[src/rtl/typed_byte_packet_deframer_assert.svh]
// ---------------------------------------------------------------------------
// Assertion macros for the typed byte packet deframer
// Clocked concurrent assertions, removed for synthesis.
// ---------------------------------------------------------------------------
`ifndef TYPED_BYTE_PACKET_DEFRAMER_ASSERT_SVH
`define TYPED_BYTE_PACKET_DEFRAMER_ASSERT_SVH

`ifndef SYNTHESIS
// checked outside reset only
`define TBPD_ASSERT(lbl, prop) \
	lbl: assert property (@(posedge clk) disable iff (!arst_n) (prop)) \
	else $error("tbpd assertion failed");
// checked at every edge, reset included
`define TBPD_ASSERT_ALWAYS(lbl, prop) \
	lbl: assert property (@(posedge clk) (prop)) \
	else $error("tbpd assertion failed");
`else
`define TBPD_ASSERT(lbl, prop)
`define TBPD_ASSERT_ALWAYS(lbl, prop)
`endif

`endif

[src/rtl/tbpd_pkg.sv]
// ---------------------------------------------------------------------------
// tbpd_pkg
// Shared codes, widths and transfer types of the byte packet deframer.
// ---------------------------------------------------------------------------
`timescale 1ns / 1ps

package tbpd_pkg;

	// header codes seen while idle
	localparam logic [7:0] HDR_WHEEL = 8'hA1;
	localparam logic [7:0] HDR_IMAGE = 8'hB1;
	localparam logic [7:0] HDR_DONE  = 8'hE1;

	// result kinds
	localparam logic [1:0] RES_WHEEL = 2'd0;
	localparam logic [1:0] RES_IMAGE = 2'd1;
	localparam logic [1:0] RES_DONE  = 2'd2;

	// frame lengths, as last payload positions
	localparam logic [2:0] WHEEL_LAST_POS = 3'd1;
	localparam logic [2:0] IMAGE_LAST_POS = 3'd7;

	// command queue geometry
	localparam int QAW    = 2;
	localparam int QCW    = QAW + 1;
	localparam int QDEPTH = 1 << QAW;

	typedef enum logic [1:0] {
		OP_DONE  = 2'd0,
		OP_WHEEL = 2'd1,
		OP_IMAGE = 2'd2
	} op_code_t;

	// one command from the front to the back
	typedef struct packed {
		op_code_t   code;
		logic [2:0] pos;
		logic       last;
		logic [7:0] data;
	} op_t;

	// a command offered on one side of the queue
	typedef struct packed {
		logic valid;
		op_t  op;
	} op_xfer_t;

endpackage

[src/rtl/tbpd_front.sv]
// ---------------------------------------------------------------------------
// tbpd_front
// Accepts bytes, tracks framing and turns each payload byte and done header into a command.
// ---------------------------------------------------------------------------
`timescale 1ns / 1ps

module tbpd_front (
	input  logic                clk,
	input  logic                arst_n,
	input  logic                rx_valid,
	input  logic [7:0]          rx_byte,
	input  logic                q_full,
	output tbpd_pkg::op_xfer_t  push
);

	typedef enum logic [2:0] {
		FR_IDLE  = 3'b001,
		FR_WHEEL = 3'b010,
		FR_IMAGE = 3'b100
	} frame_t;

	frame_t     frame_q, frame_d;
	logic [2:0] pos_q, pos_d;
	logic       accept;

	assign accept = rx_valid && !q_full;

	always_comb begin
		frame_d       = frame_q;
		pos_d         = pos_q;
		push.valid    = 1'b0;
		push.op.code  = tbpd_pkg::OP_DONE;
		push.op.pos   = pos_q;
		push.op.last  = 1'b0;
		push.op.data  = rx_byte;
		if (accept) begin
			unique case (frame_q)
				FR_WHEEL: begin
					push.valid    = 1'b1;
					push.op.code  = tbpd_pkg::OP_WHEEL;
					push.op.last  = (pos_q == tbpd_pkg::WHEEL_LAST_POS);
					if (pos_q == tbpd_pkg::WHEEL_LAST_POS) begin
						frame_d = FR_IDLE;
						pos_d   = 3'd0;
					end else begin
						pos_d = pos_q + 3'd1;
					end
				end
				FR_IMAGE: begin
					push.valid    = 1'b1;
					push.op.code  = tbpd_pkg::OP_IMAGE;
					push.op.last  = (pos_q == tbpd_pkg::IMAGE_LAST_POS);
					// position wraps to zero after the eighth byte
					pos_d = pos_q + 3'd1;
					if (pos_q == tbpd_pkg::IMAGE_LAST_POS) begin
						frame_d = FR_IDLE;
					end
				end
				default: begin
					pos_d = 3'd0;
					priority if (rx_byte == tbpd_pkg::HDR_WHEEL) begin
						frame_d = FR_WHEEL;
					end else if (rx_byte == tbpd_pkg::HDR_IMAGE) begin
						frame_d = FR_IMAGE;
					end else if (rx_byte == tbpd_pkg::HDR_DONE) begin
						push.valid   = 1'b1;
						push.op.code = tbpd_pkg::OP_DONE;
					end
				end
			endcase
		end
	end

	always_ff @(posedge clk or negedge arst_n) begin
		if (!arst_n) begin
			frame_q <= FR_IDLE;
			pos_q   <= 3'd0;
		end else begin
			frame_q <= frame_d;
			pos_q   <= pos_d;
		end
	end

endmodule

[src/rtl/tbpd_queue.sv]
// ---------------------------------------------------------------------------
// tbpd_queue
// Short command FIFO between front and back.
// ---------------------------------------------------------------------------
`timescale 1ns / 1ps

module tbpd_queue (
	input  logic                clk,
	input  logic                arst_n,
	input  tbpd_pkg::op_xfer_t  push,
	input  logic                pop,
	output tbpd_pkg::op_xfer_t  head,
	output logic                full
);

	tbpd_pkg::op_t                 mem_q [tbpd_pkg::QDEPTH];
	logic [tbpd_pkg::QAW-1:0]      wr_ptr_q, rd_ptr_q;
	logic [tbpd_pkg::QCW-1:0]      cnt_q;
	logic                          do_push, do_pop;

	assign full       = (cnt_q == tbpd_pkg::QCW'(tbpd_pkg::QDEPTH));
	assign head.valid = (cnt_q != '0);
	assign head.op    = mem_q[rd_ptr_q];
	assign do_push    = push.valid && !full;
	assign do_pop     = pop && head.valid;

	always_ff @(posedge clk) begin
		if (do_push) begin
			mem_q[wr_ptr_q] <= push.op;
		end
	end

	always_ff @(posedge clk or negedge arst_n) begin
		if (!arst_n) begin
			wr_ptr_q <= '0;
			rd_ptr_q <= '0;
			cnt_q    <= '0;
		end else begin
			if (do_push) begin
				wr_ptr_q <= wr_ptr_q + tbpd_pkg::QAW'(1);
			end
			if (do_pop) begin
				rd_ptr_q <= rd_ptr_q + tbpd_pkg::QAW'(1);
			end
			unique case ({do_push, do_pop})
				2'b10:   cnt_q <= cnt_q + tbpd_pkg::QCW'(1);
				2'b01:   cnt_q <= cnt_q - tbpd_pkg::QCW'(1);
				default: cnt_q <= cnt_q;
			endcase
		end
	end

endmodule

[src/rtl/tbpd_back.sv]
// ---------------------------------------------------------------------------
// tbpd_back
// Executes commands: payload store, toggle, word count, result register.
// ---------------------------------------------------------------------------
`timescale 1ns / 1ps

module tbpd_back (
	input  logic                clk,
	input  logic                arst_n,
	input  tbpd_pkg::op_xfer_t  head,
	output logic                pop,
	output logic                res_valid,
	input  logic                res_stall,
	output logic [1:0]          result_kind,
	output logic [15:0]         wheel_value,
	output logic [63:0]         image_word,
	output logic                valid_toggle,
	output logic [31:0]         words_received
);

	logic [7:0]  payload_q [8];
	logic        toggle_q;
	logic [31:0] count_q;
	logic        valid_q;
	logic        can_load;
	logic        emit;
	logic        is_image_end;
	logic        toggle_d;
	logic [31:0] count_d;
	logic [1:0]  kind_d;
	logic [15:0] wheel_d;
	logic [63:0] word_d;

	assign can_load     = !valid_q || !res_stall;
	assign pop          = head.valid && can_load;
	assign is_image_end = (head.op.code == tbpd_pkg::OP_IMAGE) && head.op.last;
	assign toggle_d     = is_image_end ? !toggle_q : toggle_q;
	assign count_d      = is_image_end ? count_q + 32'd1 : count_q;

	always_comb begin
		emit    = 1'b0;
		kind_d  = tbpd_pkg::RES_DONE;
		wheel_d = '0;
		word_d  = '0;
		unique case (head.op.code)
			tbpd_pkg::OP_WHEEL: begin
				emit    = head.op.last;
				kind_d  = tbpd_pkg::RES_WHEEL;
				wheel_d = {head.op.data, payload_q[0]};
			end
			tbpd_pkg::OP_IMAGE: begin
				emit   = head.op.last;
				kind_d = tbpd_pkg::RES_IMAGE;
				word_d = {head.op.data, payload_q[6], payload_q[5], payload_q[4],
				          payload_q[3], payload_q[2], payload_q[1], payload_q[0]};
			end
			default: begin
				emit = 1'b1;
			end
		endcase
	end

	// payload store: never read before the same frame wrote it
	always_ff @(posedge clk) begin
		if (pop && (head.op.code != tbpd_pkg::OP_DONE)) begin
			payload_q[head.op.pos] <= head.op.data;
		end
	end

	always_ff @(posedge clk or negedge arst_n) begin
		if (!arst_n) begin
			toggle_q <= 1'b0;
			count_q  <= '0;
			valid_q  <= 1'b0;
		end else begin
			if (pop) begin
				toggle_q <= toggle_d;
				count_q  <= count_d;
			end
			if (can_load) begin
				valid_q <= pop && emit;
			end
		end
	end

	always_ff @(posedge clk) begin
		if (pop && emit && can_load) begin
			result_kind    <= kind_d;
			wheel_value    <= wheel_d;
			image_word     <= word_d;
			valid_toggle   <= toggle_d;
			words_received <= count_d;
		end
	end

	assign res_valid = valid_q;

endmodule

[src/rtl/typed_byte_packet_deframer.sv]
// ---------------------------------------------------------------------------
// typed_byte_packet_deframer
// Splits a serial byte stream into wheel, image-word and image-done results.
// ---------------------------------------------------------------------------
//  channel | handshake          | payload
//  --------+--------------------+---------------------------------------------
//  rx      | rx_valid, rx_stall | rx_byte
//  res     | res_valid,res_stall| result_kind, wheel_value, image_word,
//          |                    | valid_toggle, words_received
//
//  One byte per cycle while the command queue is not full: the front
//  classifies a byte combinationally and the back retires one queued
//  command per cycle unless a stalled result holds it. The last byte of a
//  frame reaches its result via the queue write, then the result register.
//  arst_n clears framing, queue pointers, toggle, counter and result valid;
//  the payload store needs no clearing.
//  rx_stall rises only when the four-entry command queue is full; a stalled
//  result holds while the queue keeps taking bytes.
// ---------------------------------------------------------------------------
`timescale 1ns / 1ps
`include "typed_byte_packet_deframer_assert.svh"

module typed_byte_packet_deframer (
	input  logic        clk,
	input  logic        arst_n,
	input  logic        rx_valid,
	output logic        rx_stall,
	input  logic [7:0]  rx_byte,
	output logic        res_valid,
	input  logic        res_stall,
	output logic [1:0]  result_kind,
	output logic [15:0] wheel_value,
	output logic [63:0] image_word,
	output logic        valid_toggle,
	output logic [31:0] words_received
);

	// front -> queue command, queue head -> back
	tbpd_pkg::op_xfer_t push;
	tbpd_pkg::op_xfer_t head;
	logic               q_full;
	logic               pop;

	// front end: header detection and frame position
	tbpd_front u_front (
		.clk    (clk),
		.arst_n (arst_n),
		.rx_valid (rx_valid),
		.rx_byte  (rx_byte),
		.q_full (q_full),
		.push   (push)
	);

	// decoupling queue; a full queue is the only source of input stall
	tbpd_queue u_queue (
		.clk    (clk),
		.arst_n (arst_n),
		.push   (push),
		.pop    (pop),
		.head   (head),
		.full   (q_full)
	);

	assign rx_stall = q_full;

	// back end: payload assembly, toggle/counter, result register
	tbpd_back u_back (
		.clk            (clk),
		.arst_n         (arst_n),
		.head           (head),
		.pop            (pop),
		.res_valid      (res_valid),
		.res_stall      (res_stall),
		.result_kind    (result_kind),
		.wheel_value    (wheel_value),
		.image_word     (image_word),
		.valid_toggle   (valid_toggle),
		.words_received (words_received)
	);

	// a full queue never sees a command pushed at it
	`TBPD_ASSERT(a_no_push_when_full, q_full |-> !push.valid)
	// no result is offered in the cycle after an edge taken in reset
	`TBPD_ASSERT_ALWAYS(a_quiet_in_reset, !arst_n |=> !res_valid)
	// fields unused by the result kind read as zero
	`TBPD_ASSERT(a_unused_zero, res_valid |->
		((result_kind == tbpd_pkg::RES_WHEEL && image_word == 64'd0) ||
		 (result_kind == tbpd_pkg::RES_IMAGE && wheel_value == 16'd0) ||
		 (result_kind == tbpd_pkg::RES_DONE && image_word == 64'd0 &&
		  wheel_value == 16'd0)))
	// the back end only pops a valid queue head
	`TBPD_ASSERT(a_pop_only_valid, pop |-> head.valid)

endmodule
[config.mk]
export PLATFORM = sky130hd
export DESIGN_NAME = typed_byte_packet_deframer
export DESIGN_NICKNAME = d
export VERILOG_FILES = /design/src/rtl/tbpd_pkg.sv /design/src/rtl/tbpd_front.sv /design/src/rtl/tbpd_queue.sv /design/src/rtl/tbpd_back.sv /design/src/rtl/typed_byte_packet_deframer.sv
export VERILOG_INCLUDE_DIRS = /design/src /design/src/rtl
export SDC_FILE = /design/constraint.sdc
export NUM_CORES = 1
export LEC_CHECK = 0
export BUFFER_PORTS_ARGS = -buffer_cell sky130_fd_sc_hd__buf_2
export CAP_MARGIN = 40
export CORE_ASPECT_RATIO = 0.75
export CORE_MARGIN = 3
export CORE_UTILIZATION = 50
export DETAILED_ROUTE_END_ITERATION = 12
export PLACE_DENSITY = 0.7
export RECOVER_POWER = 50
export SYNTH_ARGS = -nofsm -noshare
export SYNTH_HDL_FRONTEND = slang
export SYNTH_SLANG_ARGS = --single-unit
[constraint.sdc]
create_clock -name clk -period 8.82 [get_ports clk]
set_input_delay 1.764 -clock clk [delete_from_list [all_inputs] [get_ports clk]]
set_output_delay 1.764 -clock clk [all_outputs]
set_load 0.02 [all_outputs]
# == Word-level counts from Yosys, hierarchy flattened ==
# Memories as Yosys holds them, arrays and structs flattened. A register that Yosys moved wholly into a read port is not among the register bits.
# Cells that the tools add are included.
# op_classes
n_addsub,6
n_mul,0
div,0
order_cmp,0
eq_ne,14
shift,0
mux,23
n_bitwise,0
reduce_logical,25
# ops
operator,count
"32-bit by 1-bit adder with 32-bit output, second input constant",1
32-bit two-way mux,1
3-bit two-way mux,9
"8-bit equality test, second input constant",3
3-bit one-hot mux with 2 select lines,4
1-bit logical NOT,10
"3-bit equality test, second input constant",3
1-bit logical AND,8
1-bit two-way mux,7
"3-bit by 1-bit adder with 3-bit output, second input constant",2
"2-bit by 1-bit adder with 2-bit output, second input constant",2
"2-bit by 1-bit equality test with 1-bit output, second input constant",2
"2-bit equality test, second input constant",2
"2-bit by 1-bit != test with 1-bit output, second input constant",2
2-bit one-hot mux with 2 select lines,1
4-bit AND reduction,1
2-bit nonzero test,2
4-bit nonzero test,1
"3-bit by 1-bit equality test with 1-bit output, second input constant",1
"3-bit by 2-bit equality test with 1-bit output, second input constant",1
3-bit nonzero test,1
"3-bit by 1-bit subtractor with 3-bit output, second input constant",1
1-bit one-hot mux with 2 select lines,1
2-bit OR reduction,1
1-bit logical OR,1
# totals
ff_bits,162
latchBits,0
ramBits,120
rom_bits,0
input_bits,12
output_inout_bits,117
elab_cells,83
memories,2
# mem_list
name,words,width,rd,rd_clocked_by_memory_dff,write_ports,line_no,text
u_back.payload_q,8,8,7,6,1,tbpd_back.sv:21,logic [7:0] payload_q [8];
u_queue.mem_q,4,14,1,0,1,tbpd_queue.sv:16,tbpd_pkg::op_t mem_q [tbpd_pkg::QDEPTH];

# == Depth between registers and ports, before layout ==
# Gate-level depths: netlist of run 1.
# depth
word_depth,9
ltp_mapped,11
ltp_nobuf,11

# == Hierarchy ==
# A second synthesis of run 1 with hierarchy kept.
# hier_totals
cells_unflattened,674
hier_area_um2,10905.5
# by_module_without_submodules
module,n_inst,cells_each,area_each_um2,seq_area_each_um2
tbpd_back,1,511,7937.6,5985.7
tbpd_queue,1,110,2478.6,1856.8
tbpd_front,1,53,489.2,151.4

# == Least setup slack after synthesis of run 1 ==
# OpenSTA, ideal clock, no wires.
# synth_timing
path_type,input to register
startpoint,in res_stall
endpoint,"reg u_back.image_word[0], read port of u_back.payload_q, enable pin"
setup_ns,0.594
t_arrival_ns,7.024
required_ns,8.226
path_slack_ns,1.202
cell_stages,4
n_path_buf,1
cell_sequence,nand2_1 -> o31ai_1 -> clkbuf_1 -> nor2_1
# synth_between
elab_chain_cells,5
# synth_lines
item,line_no,text
from (decl),typed_byte_packet_deframer.sv:30,"input logic res_stall,"
1-bit logical NOT *,tbpd_back.sv:34,assign can_load = !valid_q || !res_stall;
1-bit logical OR *,tbpd_back.sv:34,
1-bit logical AND,tbpd_back.sv:35,assign pop = head.valid && can_load;
1-bit logical AND,tbpd_back.sv:87,if (pop && emit && can_load) begin
1-bit logical AND *,tbpd_back.sv:87,
to (decl),tbpd_back.sv:16,"output logic [63:0] image_word,"
# Mark *: on every way between the ends. The rest lies on a longest branch, timed or not.
# A chain may end at the register's enable or synchronous reset.

# == Worst setup path after layout of run 1 ==
# layout_timing
startpoint,in res_stall
endpoint,"reg u_back.words_received[14], enable pin"
# layout_between
elab_chain_cells,5
# layout_lines
item,line_no,text
1-bit logical NOT *,tbpd_back.sv:34,
1-bit logical OR *,tbpd_back.sv:34,
1-bit logical AND,tbpd_back.sv:35,
1-bit logical AND,tbpd_back.sv:87,
1-bit logical AND *,tbpd_back.sv:87,
to (signal assigned),tbpd_back.sv:92,words_received <= count_d;
to (decl),tbpd_back.sv:18,output logic [31:0] words_received
# Marks and branches as above.

==> results of run 1 <==
power groups by stage:
stage                     combinational [W]  clock [W]  sequential [W]
after floorplan                    0.000492          0         0.00245
after global placement              0.00125          0         0.00209
after detailed placement            0.00134          0         0.00208
after CTS                           0.00134    0.00102         0.00206
after global routing                0.00135    0.00108         0.00209
final                               0.00125    0.00100         0.00206
Yosys cell counts (all sizes together), types with 3 or more instances:
cell    number
and2        88
and3         3
buf          8
clkbuf      15
dfrtp       46
edfxtp     227
ha          13
inv         19
mux4        14
nand2       38
nand2b       5
nand3       13
nand4       12
nor2        39
nor3        10
nor4         5
o21ai        5
or3          3
xnor2       40
xor2        30
layer usage:
layer	up-vias	wire length [um]
met2	164	9260
met5	-	0
met4	0	317
met1	2777	8530
met3	24	1200
li1	2638	-
sequential cells by signal, indices dropped and copies added, names as in the netlist, 2 cells and up:
signal                 cells
u_back.words_received     32
u_queue.mem_q             56
u_back.payload_q          56
u_front.pos_q              3
u_queue.rd_ptr_q           2
u_front.frame_q            3
u_back.result_kind         2
u_queue.wr_ptr_q           2
u_back.wheel_value        16
u_back.count_q            32
u_queue.cnt_q              3
u_back.image_word         64
metrics by stage:
| stage | util [%] | cells | cell area, um^2 |
|---|---|---|---|
| 6_report | 59.8 | 1102 | 12300 |
| 5_1_grt | 59.8 | 1102 | 12300 |
| 4_1_cts | 60.6 | 1102 | 12500 |
| 3_5_place_dp | 56.9 | 1056 | 11700 |
| 3_3_place_gp | 56.4 | 1050 | 11600 |
| 2_1_floorplan | - | 660 | 10700 |
worst min path at each step:
stage	slack [ns]	to	cells past startpoint
floorplan	0.46	u_queue.cnt_q[2]	1
global placement	0.48	u_back.count_q[31]	1
detailed placement	0.48	u_back.count_q[31]	1
CTS	0.49	u_back.count_q[31]	1
global route	0.50	u_back.toggle_q	1
finish	0.48	u_back.count_q[31]	1
cell usage in the layout (no fill, tap or decap), drive strengths merged, types with 3 or more instances in the layout:
master / instances
nor2: 39
inv: 19
mux4: 14
or3: 3
nor3: 10
xnor2: 40
clkbuf: 85
ha: 13
clkinv: 11
nor4: 5
edfxtp: 227
and2: 88
xor2: 30
dfrtp: 46
and3: 3
nand2: 38
nand4: 12
nand3: 13
o21ai: 5
buf: 87
nand2b: 5
final cells by class:
type / instances / area share [%]
sequential: 274 / 64.9
timing repair buffer: 137 / 5.21
inverter: 19 / 0.579
clock buffer: 35 / 5.81
tap: 282 / 2.86
clock inverter: 11 / 0.396
multi-input combinational: 344 / 20.3
worst reg2reg max path, stage by stage, from the launching register on:
cell and delay [ns]:
dfrtp_1 0.82, mux4_2 0.43, inv_1 0.13, ha_1 0.25, inv_1 0.07, nor2_1 0.05
nor2_1 0.16, clkbuf_1 1.34
cells by family (layout without fill, tap and decap cells):
group	after synthesis	after routing	share of synthesized area (%)
DFF	274	274	74.8
and+or+nand+nor	226	226	11.6
xor gates and xnor gates	70	70	5.74
buffers and inverters	42	202	1.64
muxes	18	18	3.38
AOI/OAI and AO/OA	16	16	1.14
adders and majority gates	14	14	1.71
==> impl_metrics.ini, run 1 <==
[critical_path]
worst-path-stages = 6
reg2reg_from = u_queue.rd_ptr_q[1]
r2r-end = u_back.words_received[14]
critPathCaptureType = flip-flop
path_cells = buf_2 > nand2_1 > o31ai_1 > clkbuf_1 > nor2_1 > clkbuf_1
cp_num_buf_inv = 3
slowest_delay_ns = 1.34
cp_data_required_time_ns = 8.93
cpMostUsedCell = clkbuf_1
crit_start = res_stall
cp-start-kind = primary input
arrival_ns = 3.95
r2r_slack_ns = 5.15
slowest_stage = clkbuf_1
critPathTopFamily = buffers and inverters
crit_end = u_back.words_received[14]
worstSetupPathType = primary input to flip-flop
critical_path.max_fanout = 33
ff2ff_path_depth = 7

[detailed_routing]
drt_first_iter_violations = 495
wl_per_cell_um = 17.5
first_pass_iters = 4
ant_nets = 0
drc = 0
routed_wl_um = 19300
via_count = 5603
avgViaCountPerCell = 5.08

[power_and_ir_drop]
power.leakage_nw = 4.67
powerDensity_nw_per_um2 = 349
p_seq_share_pct = 47.8
p_total_w = 0.00431
clockPowerShare_pct = 23.2
power.switching_w = 0.00148
peakVddDrop_mv = 0.171
combPwrFrac_pct = 28.9
p_int_w = 0.00283
swShare_pct = 34.3

[floorplanning]
fp.dieArea_um2 = 23200
fp.coreArea_um2 = 20600
start_util_pct = 51.9
die_h_um = 133
ioPinCount = 129
fp.dieW_um = 175
rows = 45

[sta]
worst_hold_slack_ns = 0.484
fin_ws_ns = 4.98
layout_min_cycle_time_ns = 3.84
relSlewSlack_pct = -40.8
rsz0062_at_grt = false
final_hold_viol_count = 0
setup_viol = 0
period_share_pct = 43.6
clock_skew_ns = 0.0103
maxSlewViolCount = 135
finalSetupTns_ns = 0
worst_slew_pin_slew_ns = 2.11
max_clock_freq_mhz = 260

[clock_network]
cts_root_buffer = clkbuf_16
post-cts-setup-buffers = 0
cts_resized = 0
cts.htree.levels = 1
clk_latency_ns = 0.52
postCtsHoldBufs = 0
path_clk_slew_ns = 0.06
cts_buffers = 26
cts_tree = yes
cts_sinks = 274
clockBufferDepth = 3

[finish]
n_antenna_cell = 0
num-nets-final = 828
drive_gt1_share_pct = 17.2
area_delta_synth_final_pct = 15.3
multi_input_area_um2 = 2500
regArea_um2 = 7990
nFillCells = 1585

[logic_synthesis]
yosysSeqAreaShare_pct = 74.8
syn_nets = 686
synth_edf_count = 227
netlist_area_um2 = 10700
yosys_warnings = 0
synth_top_cell_area_share_pct = 63.8
netlist_instances = 660
async_flop_share_pct = 17.2
synthTopCellsByArea = edfxtp_1 (64%), dfrtp_1 (11%), and2_1 (5.1%)
ys_types = 47
synth_top_area_cell = edfxtp_1
avgSynthCellArea_um2 = 16.2
ys_ff_latch = 274
ys.flop_type = edfxtp_1

[grt]
grtUsageTotal_pct = 16.8
grt_pass1_wl_um = 31100
grt_remaining_overflow = 0
met3_usage_pct = 3.10
grt_max_degree = 65
top_usage_layer = met2
met2_usage_pct = 27.0
grt_pass1_vias = 5638
antenna_found_initial = 0
met1_usage_pct = 24.4

[run]
maxCapViolCount = 3

[min_path]
min_path_type = flip-flop to flip-flop
min-delay-start = u_back.count_q[31]

[status]
status = complete, but fails checks
violations = capacitance limit, slew limit

[placement]
io_buffers = 128
place_congestion = 0.795
dpl_worst_slack_ns = 4.88
hpwl_um = 13000
(Power assumes the default switching activity.)
==> inputs of run 2 (changes only) <==
--- a/config.mk
+++ b/config.mk
@@ -12,7 +12,7 @@
 export CORE_MARGIN = 3
 export CORE_UTILIZATION = 50
 export DETAILED_ROUTE_END_ITERATION = 12
-export PLACE_DENSITY = 0.7
+export PLACE_DENSITY = 0.73
 export RECOVER_POWER = 50
 export SYNTH_ARGS = -nofsm -noshare
 export SYNTH_HDL_FRONTEND = slang
==> constraint.sdc (replaced) <==
create_clock -name clk -period 3.19 [get_ports clk]
set_input_delay 0.638 -clock clk [delete_from_list [all_inputs] [get_ports clk]]
set_output_delay 0.638 -clock clk [all_outputs]
set_load 0.02 [all_outputs]
==> run 2 against run 1 <==
Compared with the run above:
- the flow still finishes with violations (capacitance limit, slew limit)
- critical path depth rose by 2
- largest power group unchanged
- final cell count rose by 1.3%
- utilization rose by 1.0 points
- hold slack got worse by 0.28 ns
- highest routed layer unchanged
- global-route usage rose by 0.31 points
- die area did not move
- combinational power rose to 2.9 times the previous value
==> impl_metrics.ini, run 2 (synthesis results as in run 1) <==
[floorplanning]
start_util_pct = 51.9
rows = 45
die_h_um = 133
fp.dieArea_um2 = 23200
fp.dieW_um = 175
ioPinCount = 129
fp.coreArea_um2 = 20600

[clock_network]
cts_sinks = 274
path_clk_slew_ns = 0.06
clockBufferDepth = 3
postCtsHoldBufs = 0
cts_resized = 0
cts_tree = yes
clk_latency_ns = 0.52
post-cts-setup-buffers = 0
cts_root_buffer = clkbuf_16
cts_buffers = 27
cts.htree.levels = 1

[status]
violations = capacitance limit, slew limit
status = complete, but fails checks

[grt]
grt_pass1_wl_um = 31700
grt_pass1_vias = 5895
grt_remaining_overflow = 0
grt_max_degree = 65
antenna_found_initial = 0
grtUsageTotal_pct = 17.1

[critical_path]
arrival_ns = 3.24
critical_path.max_fanout = 10
cp_num_buf_inv = 1
cp-start-kind = flip-flop
slowest_delay_ns = 0.58
r2r-end = u_back.words_received[27]
critPathCaptureType = flip-flop
r2r_slack_ns = 0.21
critPathTopFamily = simple AND/OR/NAND/NOR gates
worstSetupPathType = flip-flop to flip-flop
ff2ff_path_depth = 8
path_cells = mux4_2 > inv_1 > ha_1 > and3_1 > nand4_4 > or3_1 > nor3_2 > xor2_1
cp_data_required_time_ns = 3.45
slowest_stage = or3_1
reg2reg_from = u_queue.rd_ptr_q[0]

[detailed_routing]
avgViaCountPerCell = 5.12
first_pass_iters = 5
wl_per_cell_um = 17.9
routed_wl_um = 19900
drt_first_iter_violations = 356
via_count = 5719
ant_nets = 0
drc = 0

[placement]
hpwl_um = 13500
io_buffers = 128
place_congestion = 0.836

[min_path]
min_path_type = primary input to asynchronous set/reset pin

[sta]
final_hold_viol_count = 0
clock_skew_ns = 0.0106
max_clock_freq_mhz = 336
setup_viol = 0
rsz0062_at_grt = false
layout_min_cycle_time_ns = 2.98
maxSlewViolCount = 33
period_share_pct = 93.4
worst_slew_pin_slew_ns = 1.92
relSlewSlack_pct = -28.0
worst_hold_slack_ns = 0.200
finalSetupTns_ns = 0

[finish]
final_common_cell = edfxtp_1
finish.utilization_pct = 60.8
area_delta_synth_final_pct = 17.2
top_regs = u_back.image_word x64, u_back.payload_q x56, u_queue.mem_q x56
largest_register_ffs = 64
largest_register = u_back.image_word
layout_common_cells = edfxtp_1 (227), clkbuf_1 (137), and2_1 (71)
num-nets-final = 839
drive_gt1_share_pct = 9.83
n_antenna_cell = 0
nFillCells = 1574

[power_and_ir_drop]
powerDensity_nw_per_um2 = 991
power.leakage_nw = 4.60
peakVddDrop_mv = 0.423
p_total_w = 0.0124

[run]
maxCapViolCount = 1
[run 2: layout make-up]
class	instances	area, um^2	area share (%)
inverter	19	71.3	0.569
tap	282	353	2.82
timing repair buffer	147	654	5.22
multi-input combinational	344	2530	20.2
sequential	274	7990	63.8
clock buffer	38	778	6.21
clock inverter	12	149	1.19
[run 2: worst max-delay path by stage]
stage | from | endpoint | slack, ns | depth (start not counted)
4_1_cts | u_queue.rd_ptr_q[0] | u_back.words_received[27] | 0.27 | 8
3_5_place_dp | u_queue.rd_ptr_q[0] | u_back.words_received[27] | 0.27 | 8
3_3_place_gp | u_queue.rd_ptr_q[0] | u_back.words_received[27] | 0.36 | 8
2_1_floorplan | u_queue.rd_ptr_q[0] | u_back.image_word[0] | -0.50 | 8
6_report | u_queue.rd_ptr_q[0] | u_back.words_received[27] | 0.21 | 8
5_1_grt | u_queue.rd_ptr_q[0] | u_back.count_q[15] | 0.06 | 8
[run 2: metrics by stage]
| stage | setup WS [ns] | instance area (um^2) | std cells |
|---|---|---|---|
| after floorplan | -0.505 | 10700 | 660 |
| after global placement | 0.359 | 11800 | 1065 |
| after detailed placement | 0.270 | 11800 | 1066 |
| after CTS | 0.269 | 12700 | 1116 |
| after global routing | 0.0637 | 12500 | 1116 |
| final | 0.212 | 12500 | 1116 |
[run 2: power breakdown]
group          internal (W)  leakage (nW)  total (W)  switching (W)
sequential          0.00528          2.81    0.00562       0.000348
combinational      0.000983          1.35    0.00357        0.00259
clock               0.00195         0.443    0.00323        0.00128
[run 2: layer usage]
layer / wire [um] / up-vias / GRT usage [%]
li1: - / 2676 / -
met1: 8960 / 2862 / 24.0
met2: 9660 / 153 / 28.2
met3: 1000 / 28 / 3.21
met4: 311 / 0 / 3.72
met5: 0 / - / 0
==> inputs of run 3 (changes only) <==
--- a/config.mk
+++ b/config.mk
@@ -12,7 +12,7 @@
 export CORE_MARGIN = 3
 export CORE_UTILIZATION = 50
 export DETAILED_ROUTE_END_ITERATION = 12
-export PLACE_DENSITY = 0.73
+export PLACE_DENSITY = 0.75
 export RECOVER_POWER = 50
 export SYNTH_ARGS = -nofsm -noshare
 export SYNTH_HDL_FRONTEND = slang
==> constraint.sdc (replaced) <==
create_clock -name clk -period 2.6 [get_ports clk]
set_input_delay 0.52 -clock clk [delete_from_list [all_inputs] [get_ports clk]]
set_output_delay 0.52 -clock clk [all_outputs]
set_load 0.02 [all_outputs]
==> run 3 against run 2 <==
Compared with the run above:
- the run now ends clean
- sequential power is 23% higher
- utilization grew 1.0 points
- clock skew rose by 0.0057 ns
- first-iteration DRC count grew 20%
- routed wire length decreased by 1.3%
- clock power up 20%
- combinational power increased by 23%
- die area did not move
- via count down 0.40%
- design area increased by 1.7%
- sequential share of layout area fell by 1.0 points
- critical path type unchanged
- largest cell class unchanged
- largest power group unchanged
==> impl_metrics.ini, run 3 (synthesis results as in run 1) <==
[clock_network]
cts_root_buffer = clkbuf_16
cts_sinks = 274
cts_tree = yes
cts.htree.levels = 1
clockBufferDepth = 3
clk_latency_ns = 0.52
path_clk_slew_ns = 0.06
cts_buffers = 26

[detailed_routing]
ant_nets = 0
drt_first_iter_violations = 428
dr_wl_met3_um = 1070
avgViaCountPerCell = 5.01
routed_wl_um = 19700
wl_met2_um = 8800
via_count = 5696
dr.max_layer_used = met4
wl_per_cell_um = 17.3
wl_met1_um = 9490
drc = 0
first_pass_iters = 4

[grt]
antenna_found_initial = 0
grt_pass1_vias = 5493
grt_max_degree = 67
grt_pass1_wl_um = 30500
grt_remaining_overflow = 0
grtUsageTotal_pct = 16.6

[finish]
fin_cells = 1137
largest_register = u_back.image_word
top_regs = u_back.image_word x64, u_back.payload_q x56, u_queue.mem_q x56
nFillCells = 1558
drive_gt1_share_pct = 13.6
multi_input_area_um2 = 2570
area_delta_synth_final_pct = 19.2
largest_register_ffs = 64
final_common_cell = edfxtp_1
layout_common_cells = edfxtp_1 (227), clkbuf_1 (136), and2_1 (85)
regArea_um2 = 7990
finish.utilization_pct = 61.8
num-nets-final = 861
n_antenna_cell = 0

[placement]
place_congestion = 0.773
dp.cells = 1084
hpwl_um = 12700
io_buffers = 128
dpl_worst_slack_ns = -0.254

[sta]
relSlewSlack_pct = 11.8
period_share_pct = 98.7
rsz0062_at_grt = true
worst_slew_pin_slew_ns = 1.32
finalSetupTns_ns = 0
final_hold_viol_count = 0
layout_min_cycle_time_ns = 2.57
setup_viol = 0
clock_skew_ns = 0.0163
maxSlewViolCount = 0
max_clock_freq_mhz = 390
fin_ws_ns = 0.0330

[critical_path]
cp-start-kind = flip-flop
arrival_ns = 2.97
r2r_slack_ns = 0.03
critical_path.max_fanout = 6
slowest_delay_ns = 0.54
slowest_stage = mux4_2
path_cells = mux4_2 > inv_2 > ha_2 > and3_4 > nand4_4 > buf_4 > nor4_4 > buf_4 > buf_12 > buf_12 > nand3_1 > xnor2_1
cp_data_required_time_ns = 3.00
critPathCaptureType = flip-flop
worstSetupPathType = flip-flop to flip-flop

[status]
status = completed

[floorplanning]
die_h_um = 133
fp.dieW_um = 175
rows = 45
fp.coreArea_um2 = 20600
ioPinCount = 129
start_util_pct = 51.9
fp.dieArea_um2 = 23200

[power_and_ir_drop]
power.leakage_nw = 4.73
powerDensity_nw_per_um2 = 1190
peakVddDrop_mv = 0.562

[run]
maxCapViolCount = 0

[min_path]
min_path_type = primary input to flip-flop
[run 3: timing repair]
item,4_1_cts,5_1_grt
gates resized for setup,3,8
endpoints found under the hold margin,11,0
buffers inserted,0,4
hold buffers,1,0
pin swaps,0,1
endpoints found under the setup margin,10,22
[run 3: final timing paths]
check,start,endpoint,cells past startpoint
setup / recovery,u_queue.rd_ptr_q[0],u_back.count_q[18],12
hold / removal,res_stall,u_back.res_valid,2
setup reg to reg,u_queue.rd_ptr_q[0],u_back.count_q[18],12
hold reg to reg,u_back.toggle_q,u_back.toggle_q,1
max in group asynchronous,arst_n,u_front.frame_q[0],3
min in group asynchronous,arst_n,u_back.count_q[21],2
[run 3: where the power goes]
part	switching (W)	internal, W
combinational	0.00314	0.00123
clock	0.00156	0.00233
sequential	0.000427	0.00648
[run 3: per-stage QoR]
step / hold WS (ns) / total power (W) / cell area (um^2)
final: 0.223 / 0.0152 / 12700
after global routing: 0.235 / 0.0159 / 12700
after CTS: 0.205 / 0.0156 / 12900
after detailed placement: 0.493 / 0.0117 / 12000
after global placement: 0.475 / 0.0116 / 12000
after floorplan: 0.224 / 0.00987 / 10700
[run 3: final cells by class]
type	instances	area share (%)
sequential	274	62.7
multi-input combinational	344	20.1
timing repair buffer	170	6.65
clock buffer	38	6.26
tap	282	2.77
clock inverter	10	0.874
inverter	19	0.560
[run 3: metal layers]
metal  GRT usage, %  up-vias
met5              0        -
met4           3.63        0
met3           2.84       22
met2           25.1      140
met1           25.8     2816
li1               -     2718
[run 3: critical path: cells and delay by family, from the launching register on]
family                   cells  cell delay (ns)
buffers and inverters        5             0.66
multiplexers                 1             0.54
AND/OR/NAND/NOR              4             0.53
flip-flops                   1             0.37
adder cells (fa/ha/maj)      1             0.20
XOR/XNOR                     1             0.14
